[config.mk]
export PLATFORM = sky130hd
export DESIGN_NAME = lcdfb_map
export DESIGN_NICKNAME = d
export VERILOG_FILES = /design/src/rtl/assert_macros.svh /design/src/rtl/lcdfb_pkg.sv /design/src/rtl/lcdfb_map.sv
export SDC_FILE = /design/constraint.sdc
export NUM_CORES = 1
export LEC_CHECK = 0
export BUFFER_PORTS_ARGS = -buffer_cell sky130_fd_sc_hd__buf_2
export CORE_MARGIN = 4
export CORE_UTILIZATION = 35
export DETAILED_ROUTE_END_ITERATION = 7
export PLACE_DENSITY_LB_ADDON = 0.3
export SYNTH_ARGS = -nofsm -noshare
export SYNTH_HDL_FRONTEND = slang
export SYNTH_SLANG_ARGS = --single-unit
[constraint.sdc]
create_clock -name vclk -period 16.6
set_clock_uncertainty 0.1 [all_clocks]
set_input_delay 4.15 -clock vclk [all_inputs]
set_output_delay 4.15 -clock vclk [all_outputs]
set_load 0.005 [all_outputs]
[src/rtl/assert_macros.svh]
// Assertion macros for the RTL files; only the top-level module includes them.
`ifndef ASSERT_MACROS_SVH
`define ASSERT_MACROS_SVH

// Same-cycle implication, disabled while reset is asserted.
`define ASSERT_IMPL(label, clk, rst_n, ante, cons, msg) \
  label: assert property (@(posedge clk) disable iff (!rst_n) (ante) |-> (cons)) \
    else $error(msg);

// Next-cycle implication, disabled while reset is asserted.
`define ASSERT_NEXT(label, clk, rst_n, ante, cons, msg) \
  label: assert property (@(posedge clk) disable iff (!rst_n) (ante) |=> (cons)) \
    else $error(msg);

`endif

[src/rtl/lcdfb_pkg.sv]
// Types and constants for the mono LCD tiled framebuffer.
`timescale 1ns / 1ps
`default_nettype none
package lcdfb_pkg;

  localparam int MAP_ADDR_W = 17;
  localparam int DIV3_MUL   = 43;
  localparam int DIV3_SHIFT = 7;

  typedef enum logic [1:0] {
    REQ_PLOT  = 2'd0,
    REQ_CLEAR = 2'd1,
    REQ_READ  = 2'd2
  } req_t;

  typedef enum logic [1:0] {
    ST_INIT,
    ST_IDLE,
    ST_CLEAR,
    ST_EXEC
  } state_t;

  typedef struct packed {
    logic [1:0]  req_type;
    logic [7:0]  col_pos;
    logic [7:0]  row_pos;
    logic        pixel_on;
    logic [11:0] byte_index;
  } lcdfb_in_t;

  typedef struct packed {
    logic [7:0] read_byte;
    logic       range_error;
  } lcdfb_out_t;

  typedef struct packed {
    logic [MAP_ADDR_W-1:0] addr;
    logic [2:0]            bit_sel;
    logic                  err;
  } lcdfb_map_t;

endpackage
`default_nettype wire

[src/rtl/lcdfb_map.sv]
// Pixel coordinate to store byte and bit mapping.
`timescale 1ns / 1ps
`default_nettype none
module lcdfb_map
  import lcdfb_pkg::*;
#(
  parameter int PANEL_COLUMNS = 248,
  parameter int PANEL_ROWS    = 132,
  parameter int STORE_BYTES   = 4092
) (
  input  wire logic [7:0] col_pos,
  input  wire logic [7:0] row_pos,
  output lcdfb_map_t      map
);

  localparam int BAND_BYTES = ((PANEL_COLUMNS + 1) / 2) * 3;

  logic [5:0]            quad;
  logic [11:0]           quad_prod;
  logic [4:0]            band;
  logic [5:0]            band_x3;
  logic [5:0]            sub_full;
  logic [1:0]            sub;
  logic [7:0]            col_m1;
  logic [6:0]            pair;
  logic [MAP_ADDR_W-1:0] addr;
  logic [2:0]            bit_base;

  always_comb begin
    quad      = row_pos[7:2];
    quad_prod = 12'(quad) * 12'(DIV3_MUL);
    band      = 5'(quad_prod >> DIV3_SHIFT);
    band_x3   = 6'(band) * 6'd3;
    sub_full  = quad - band_x3;
    sub       = sub_full[1:0];
    col_m1    = col_pos - 8'd1;
    pair      = col_m1[7:1];
    addr      = MAP_ADDR_W'(pair) * MAP_ADDR_W'(3) + MAP_ADDR_W'(sub)
              + MAP_ADDR_W'(band) * MAP_ADDR_W'(BAND_BYTES);
    bit_base  = col_pos[0] ? 3'd7 : 3'd6;
    map.addr    = addr;
    map.bit_sel = bit_base - {row_pos[1:0], 1'b0};
    map.err     = (col_pos == 8'd0)
               || (11'(col_pos) > 11'(PANEL_COLUMNS))
               || (10'(row_pos) >= 10'(PANEL_ROWS))
               || (addr >= MAP_ADDR_W'(STORE_BYTES));
  end

endmodule
`default_nettype wire

After elaboration in Yosys (flattened, before gate mapping). Cells that the tools add are included.

$lt $le $gt $ge: 3. $mul: 4. Add/subtract/negate cells: 5. Reduce and logical (&&, ||, !) cells: 4. Multiplexer cells: 1.

Operator list (count): $add A10 B14 Y15 (1); $ge A15 B12 Y1 const B (1); $mul A5 B7 Y12 const B (1); $mul A6 B6 Y12 const B (1); $add A9 B2 Y10 (1); $mul A7 B2 Y9 const B (1); $ge A8 B8 Y1 const B (1); $gt A8 B8 Y1 const B (1); $logic_not A8 Y1 (1); $sub A8 B1 Y8 const B (1); $mul A5 B2 Y2 const B (1); $logic_or A1 B1 Y1 (3); $sub A3 B3 Y3 (1); $sub A2 B2 Y2 (1); $mux W1 (1).

Output and inout bits: 21. Word-level logic and storage cells: 17. Flip-flop bits (word level): 0.

Depth between registers and ports, before layout. Gate-level depths: netlist of run 1.

Depth after elaboration: 7. Mapped depth: 30.

Worst setup path after synthesis of run 1. Ideal clock, no wire load.

Kind: input -> output. Start: in row_pos[3]. End: out map[0] in the netlist's numbering. Data required time: 12.350 ns. Stages on the path: 25. Arrival time: 10.360 ns. Path buffers: 0. Setup slack: 1.990 ns. Cell sequence: ha_1 > inv_1 > fa_1 > fa_1 > inv_1 > ha_1 > o21a_1 > o21a_1 > a31o_4 > a21oi_1 > xnor2_1 > ha_1 > ha_1 > inv_1 > fa_1 > fa_1 > inv_1 > fa_1 > ha_1 > nand2_1 > o21ai_0 > o41ai_2 > nor4b_1 > o311ai_0 > o211ai_1.

RTL lines: from (decl) (RTL line lcdfb_map.sv:12) `input wire logic [7:0] row_pos,`; to (decl) (RTL line lcdfb_map.sv:13) `output lcdfb_map_t map`.

==> results.cfg, run 1 <==
[cells_and_area]
design_area_um2 = 2650
regArea_um2 = 0
antennaDiodeCount = 0
final_cells = 404
area_delta_synth_final_pct = 10.2
final_nets = 423
num-clock-buffers = 0
layout-drive-gt1-share_pct = 14.7
seq_cells = 0

[drt]
drtIter0Drc = 35
routed_wirelength_um = 4660
first_pass_iters = 4
vias = 2031
vias_per_cell = 5.03
drc = 0
ant_nets = 0
wl_per_cell_um = 11.5

[critical_path]
critPathCaptureType = output port
worstPathRequired_ns = 12.35
cp-startpoint = row_pos[3]
cp.arrival_ns = 10.99
start_kind = input pin
worstSetupPathType = in -> out
cp_max_fo = 7

[yosys]
yosysMostFrequentCell = ha_1
yosysTopAreaCell = ha_1
syn-cell-area_um2 = 2400
synth.avg_cell_area_um2 = 8.11
yosysWarnings = 0
synth_seq_area_share_pct = 0
ys_top_cells_by_area = ha_1 33%, fa_1 13%, inv_1 8.6%
synth_top_area_share_pct = 32.8
syn_inst = 296
synthTopCellsByCount = 63 x ha_1, 55 x inv_1, 20 x xnor2_1
synth_cell_types = 49

[global_routing]
antenna_found_initial = 1
grt_pass1_wl_um = 8090
grt_usage_pct = 11.1
grt_overflow = 0
grt_max_degree = 10
grt_pass1_vias = 1864

[floorplan]
num_io_pins = 37
die_h_um = 90.8
rows = 29
dieArea_um2 = 8250
die-width_um = 90.8
initial_utilization_pct = 37.0
core_area_um2 = 6490

[cts]
postCtsSetupRepairBufs = 0
cts_resized = 0
cts_hold_buf = 0

[worst_hold_path]
hp-class = in -> out
hold_depth = 3
hp-start = row_pos[0]
min_to = map[2]

[sta]
setup_viol = 0
relSlewSlack_pct = 59.7
worstMarginPinSlew_ns = 0.598
finalHoldViolations = 0
rsz0062_at_grt = no
fin_tns_setup_ns = 0
finalCriticalPeriod_ns = 15.24
fmax_mhz = 65.6
finalCritPeriodShare_pct = 91.8
drv_slew = 0
holdWs_ns = 8.41

[outcome]
status = completed

[placement]
gp_congestion = 0.793
dpl-instance-area_um2 = 2650
placedCellCount = 404
numPortBuffers = 35
hpwl_um = 4320

[run]
cap_violations = 0
-- metrics by stage --
stage          utilization, %  setup WS [ns]
2_1_floorplan               -           1.99
4_1_cts                  40.7           1.33
5_1_grt                  40.7          0.857
3_5_place_dp             40.7           1.34
3_3_place_gp             40.7           1.46
6_report                 40.7           1.36
-- cell usage in the layout (no fill, tap or decap), drive strengths merged, types with 3 or more instances in the layout --
cell type | netlist | layout
a21o | 3 | 3
ha | 63 | 63
fa | 15 | 15
o21a | 8 | 8
xnor2 | 20 | 20
o211ai | 4 | 4
inv | 55 | 55
buf | 3 | 35
nand2b | 3 | 3
and2 | 4 | 4
nor4 | 3 | 3
a21oi | 13 | 13
nor4b | 4 | 4
xor2 | 11 | 11
nor3 | 7 | 7
nor2 | 11 | 11
nand2 | 15 | 15
o21ai | 11 | 11
or2 | 5 | 5
-- cell families (layout without fill, tap and decap cells) --
family	count (synthesis)	after routing	synth area share (%)
and+or+nand+nor	67	67	15.6
buffers and inverters	60	90	9.85
xor gates and xnor gates	31	31	11.3
adders and majority gates	78	78	45.3
other	1	2	0.156
muxes	1	1	0.417
AOI/OAI and AO/OA	58	58	17.4
-- critical path, cell delays in order --
cell      delay, ns
buf_2          0.14
ha_1           0.30
inv_1          0.08
fa_1           0.44
fa_1           0.54
inv_1          0.04
ha_1           0.29
o21a_1         0.20
o21a_1         0.21
a31o_4         0.28
a21oi_1        0.17
xnor2_1        0.21
ha_1           0.32
ha_1           0.29
inv_1          0.05
fa_1           0.49
fa_1           0.55
inv_1          0.05
fa_1           0.43
ha_1           0.34
nand2_1        0.09
o21ai_0        0.10
o41ai_2        0.51
nor4b_1        0.31
o311ai_0       0.17
o211ai_1       0.11
buf_2          0.13
-- routing by layer --
layer	track usage (%)	up-vias	wire [µm]
met4	0	2	8
li1	-	1081	-
met1	14.9	925	2310
met2	20.2	21	2170
met5	0	-	7
met3	1.08	2	167
-- area by class of cell --
type,count,area (µm²)
fillers,676,3850
multi-input cells,237,2170
inverters,55,206
repair buffers,35,175
well taps,77,96.3
-- worst max-delay path by stage --
stage | slack (ns) | to | depth (start not counted)
6_report | 1.36 | map[0] | 27
5_1_grt | 0.86 | map[0] | 28
3_5_place_dp | 1.34 | map[0] | 27
2_1_floorplan | 1.99 | map[0] | 25
4_1_cts | 1.33 | map[0] | 27
3_3_place_gp | 1.46 | map[0] | 27
Power of run 1 is left out: the tool's default activity adds up to more than one toggle a clock period on the data nets, which glitch-free logic cannot reach.
==> run 2, diff against run 1 <==
ABC_AREA = 1   (was not set)
CORE_UTILIZATION = 50   (was 35)
==> run 2 against run 1 <==
- critical path depth up 6
- final cell count up 14%
- wire length down 2.8%
- design area up 2.4%
- synthesized cell count up 22%
- flip-flop and latch count unchanged
- global-route usage up 4.4 points
- critical path type unchanged
==> results.cfg, run 2 <==
[yosys]
yosysMostFrequentCell = inv_1
synthTopCellsByCount = 94 x inv_1, 70 x nand2_1, 63 x ha_1
ys_top_cells_by_area = ha_1 32%, inv_1 14%, fa_1 12%
yosysWarnings = 0
synth_cell_types = 33
synth_top_area_share_pct = 31.9
synth.avg_cell_area_um2 = 6.86
synth_seq_area_share_pct = 0
syn-cell-area_um2 = 2470
syn_inst = 360
yosysTopAreaCell = ha_1

[placement]
hpwl_um = 4260
numPortBuffers = 35
placedCellCount = 460
gp_congestion = 0.847
dpl-instance-area_um2 = 2710

[global_routing]
grt_overflow = 0
grt_usage_pct = 15.4
grt_pass1_vias = 2001
grt_max_degree = 8
grt_pass1_wl_um = 8270
antenna_found_initial = 0

[critical_path]
cp_max_fo = 7
cp_slowest_cell = fa_1
start_kind = input pin
worstSetupPathType = in -> out
worstPathRequired_ns = 12.35
cp.arrival_ns = 10.67
critPathCaptureType = output port
crit_top_cell = nand2_1
slowest_delay_ns = 0.56

[cells_and_area]
seq_cells = 0
layout_common_cells = 94 x inv_1, 70 x nand2_1, 63 x ha_1
area_delta_synth_final_pct = 9.73
antennaDiodeCount = 0
fill_cells = 486
final_common_cell = inv_1
final_cells = 460
regArea_um2 = 0
layout-drive-gt1-share_pct = 14.5
fin_util_pct = 57.0
num-clock-buffers = 0
final_nets = 489
design_area_um2 = 2710

[cts]
cts_resized = 0
postCtsSetupRepairBufs = 0
cts_hold_buf = 0

[sta]
finalHoldViolations = 0
finalCriticalPeriod_ns = 14.92
drv_slew = 0
fmax_mhz = 67.0
finalCritPeriodShare_pct = 89.9
fin_tns_setup_ns = 0
rsz0062_at_grt = no
setup_viol = 0

[floorplan]
initial_utilization_pct = 51.9
die-width_um = 78.3
core_area_um2 = 4750
dieArea_um2 = 6130
die_h_um = 78.3
num_io_pins = 37
rows = 25

[worst_hold_path]
hp-class = in -> out

[run]
cap_violations = 0

[drt]
vias_per_cell = 4.79
routed_wirelength_um = 4530
first_pass_iters = 6
ant_nets = 0
drtIter0Drc = 106
wl_per_cell_um = 9.84
drc = 0
vias = 2203

[outcome]
status = completed
## run 2: cell types whose count changed in the layout (fill, tap and decap cells not counted), sizes merged, moves of 4 or more
cell   change
nand2     +64
inv       +43
nand3     +22
xnor2     -14
o21ai      -9
o21a       -8
nand4      +5
xor2       +5
and2       -4
nor4b      -4
or2        -4
## run 2: per-layer routing
metal  vias up  track usage (%)  routed length, µm
li1       1194                -                  -
met1       970             22.6               2280
met2        39             27.1               2130
met3         0                0                123
met4         0                0                  0
met5         -                0                  0
## run 2: cell type report
class | count | area, µm² | share of cell area, %
Tap cell | 67 | 83.8 | 3.09
Multi-Input combinational cell | 260 | 2080 | 76.9
Timing Repair Buffer | 35 | 175 | 6.47
Inverter | 98 | 368 | 13.6
## run 2: kinds of logic (layout without fill, tap and decap cells)
group | after synthesis | count (layout) | share of synthesized area (%)
xor+xnor | 22 | 22 | 8.11
other cells | 1 | 2 | 0.152
fa+ha+maj | 78 | 78 | 44.1
simple gates | 134 | 134 | 25.1
buf+inv | 101 | 133 | 15.8
compound gates | 24 | 24 | 6.74
## run 2: worst paths after layout
| kind | from | endpoint | slack (ns) | cells after the start |
|---|---|---|---|---|
| max | row_pos[3] | map[0] | 1.68 | 33 |
| min | col_pos[0] | map[1] | 8.38 | 2 |
## run 2: worst max-delay path, delay by kind of cell
kind / cells / cell delay (ns)
and+or+nand+nor: 12 / 1.07
AOI/OAI and AO/OA: 3 / 0.42
buffers and inverters: 7 / 0.57
xor gates and xnor gates: 1 / 0.37
adders and majority gates: 10 / 4.09
## run 2: per-stage QoR
step / setup WS (ns) / hold slack (ns)
5_1_grt: 1.10 / 8.41
3_3_place_gp: 1.77 / 8.38
2_1_floorplan: 2.34 / 8.23
6_report: 1.68 / 8.38
4_1_cts: 1.60 / 8.38
3_5_place_dp: 1.59 / 8.38
Power of run 2 is left out for the same reason.
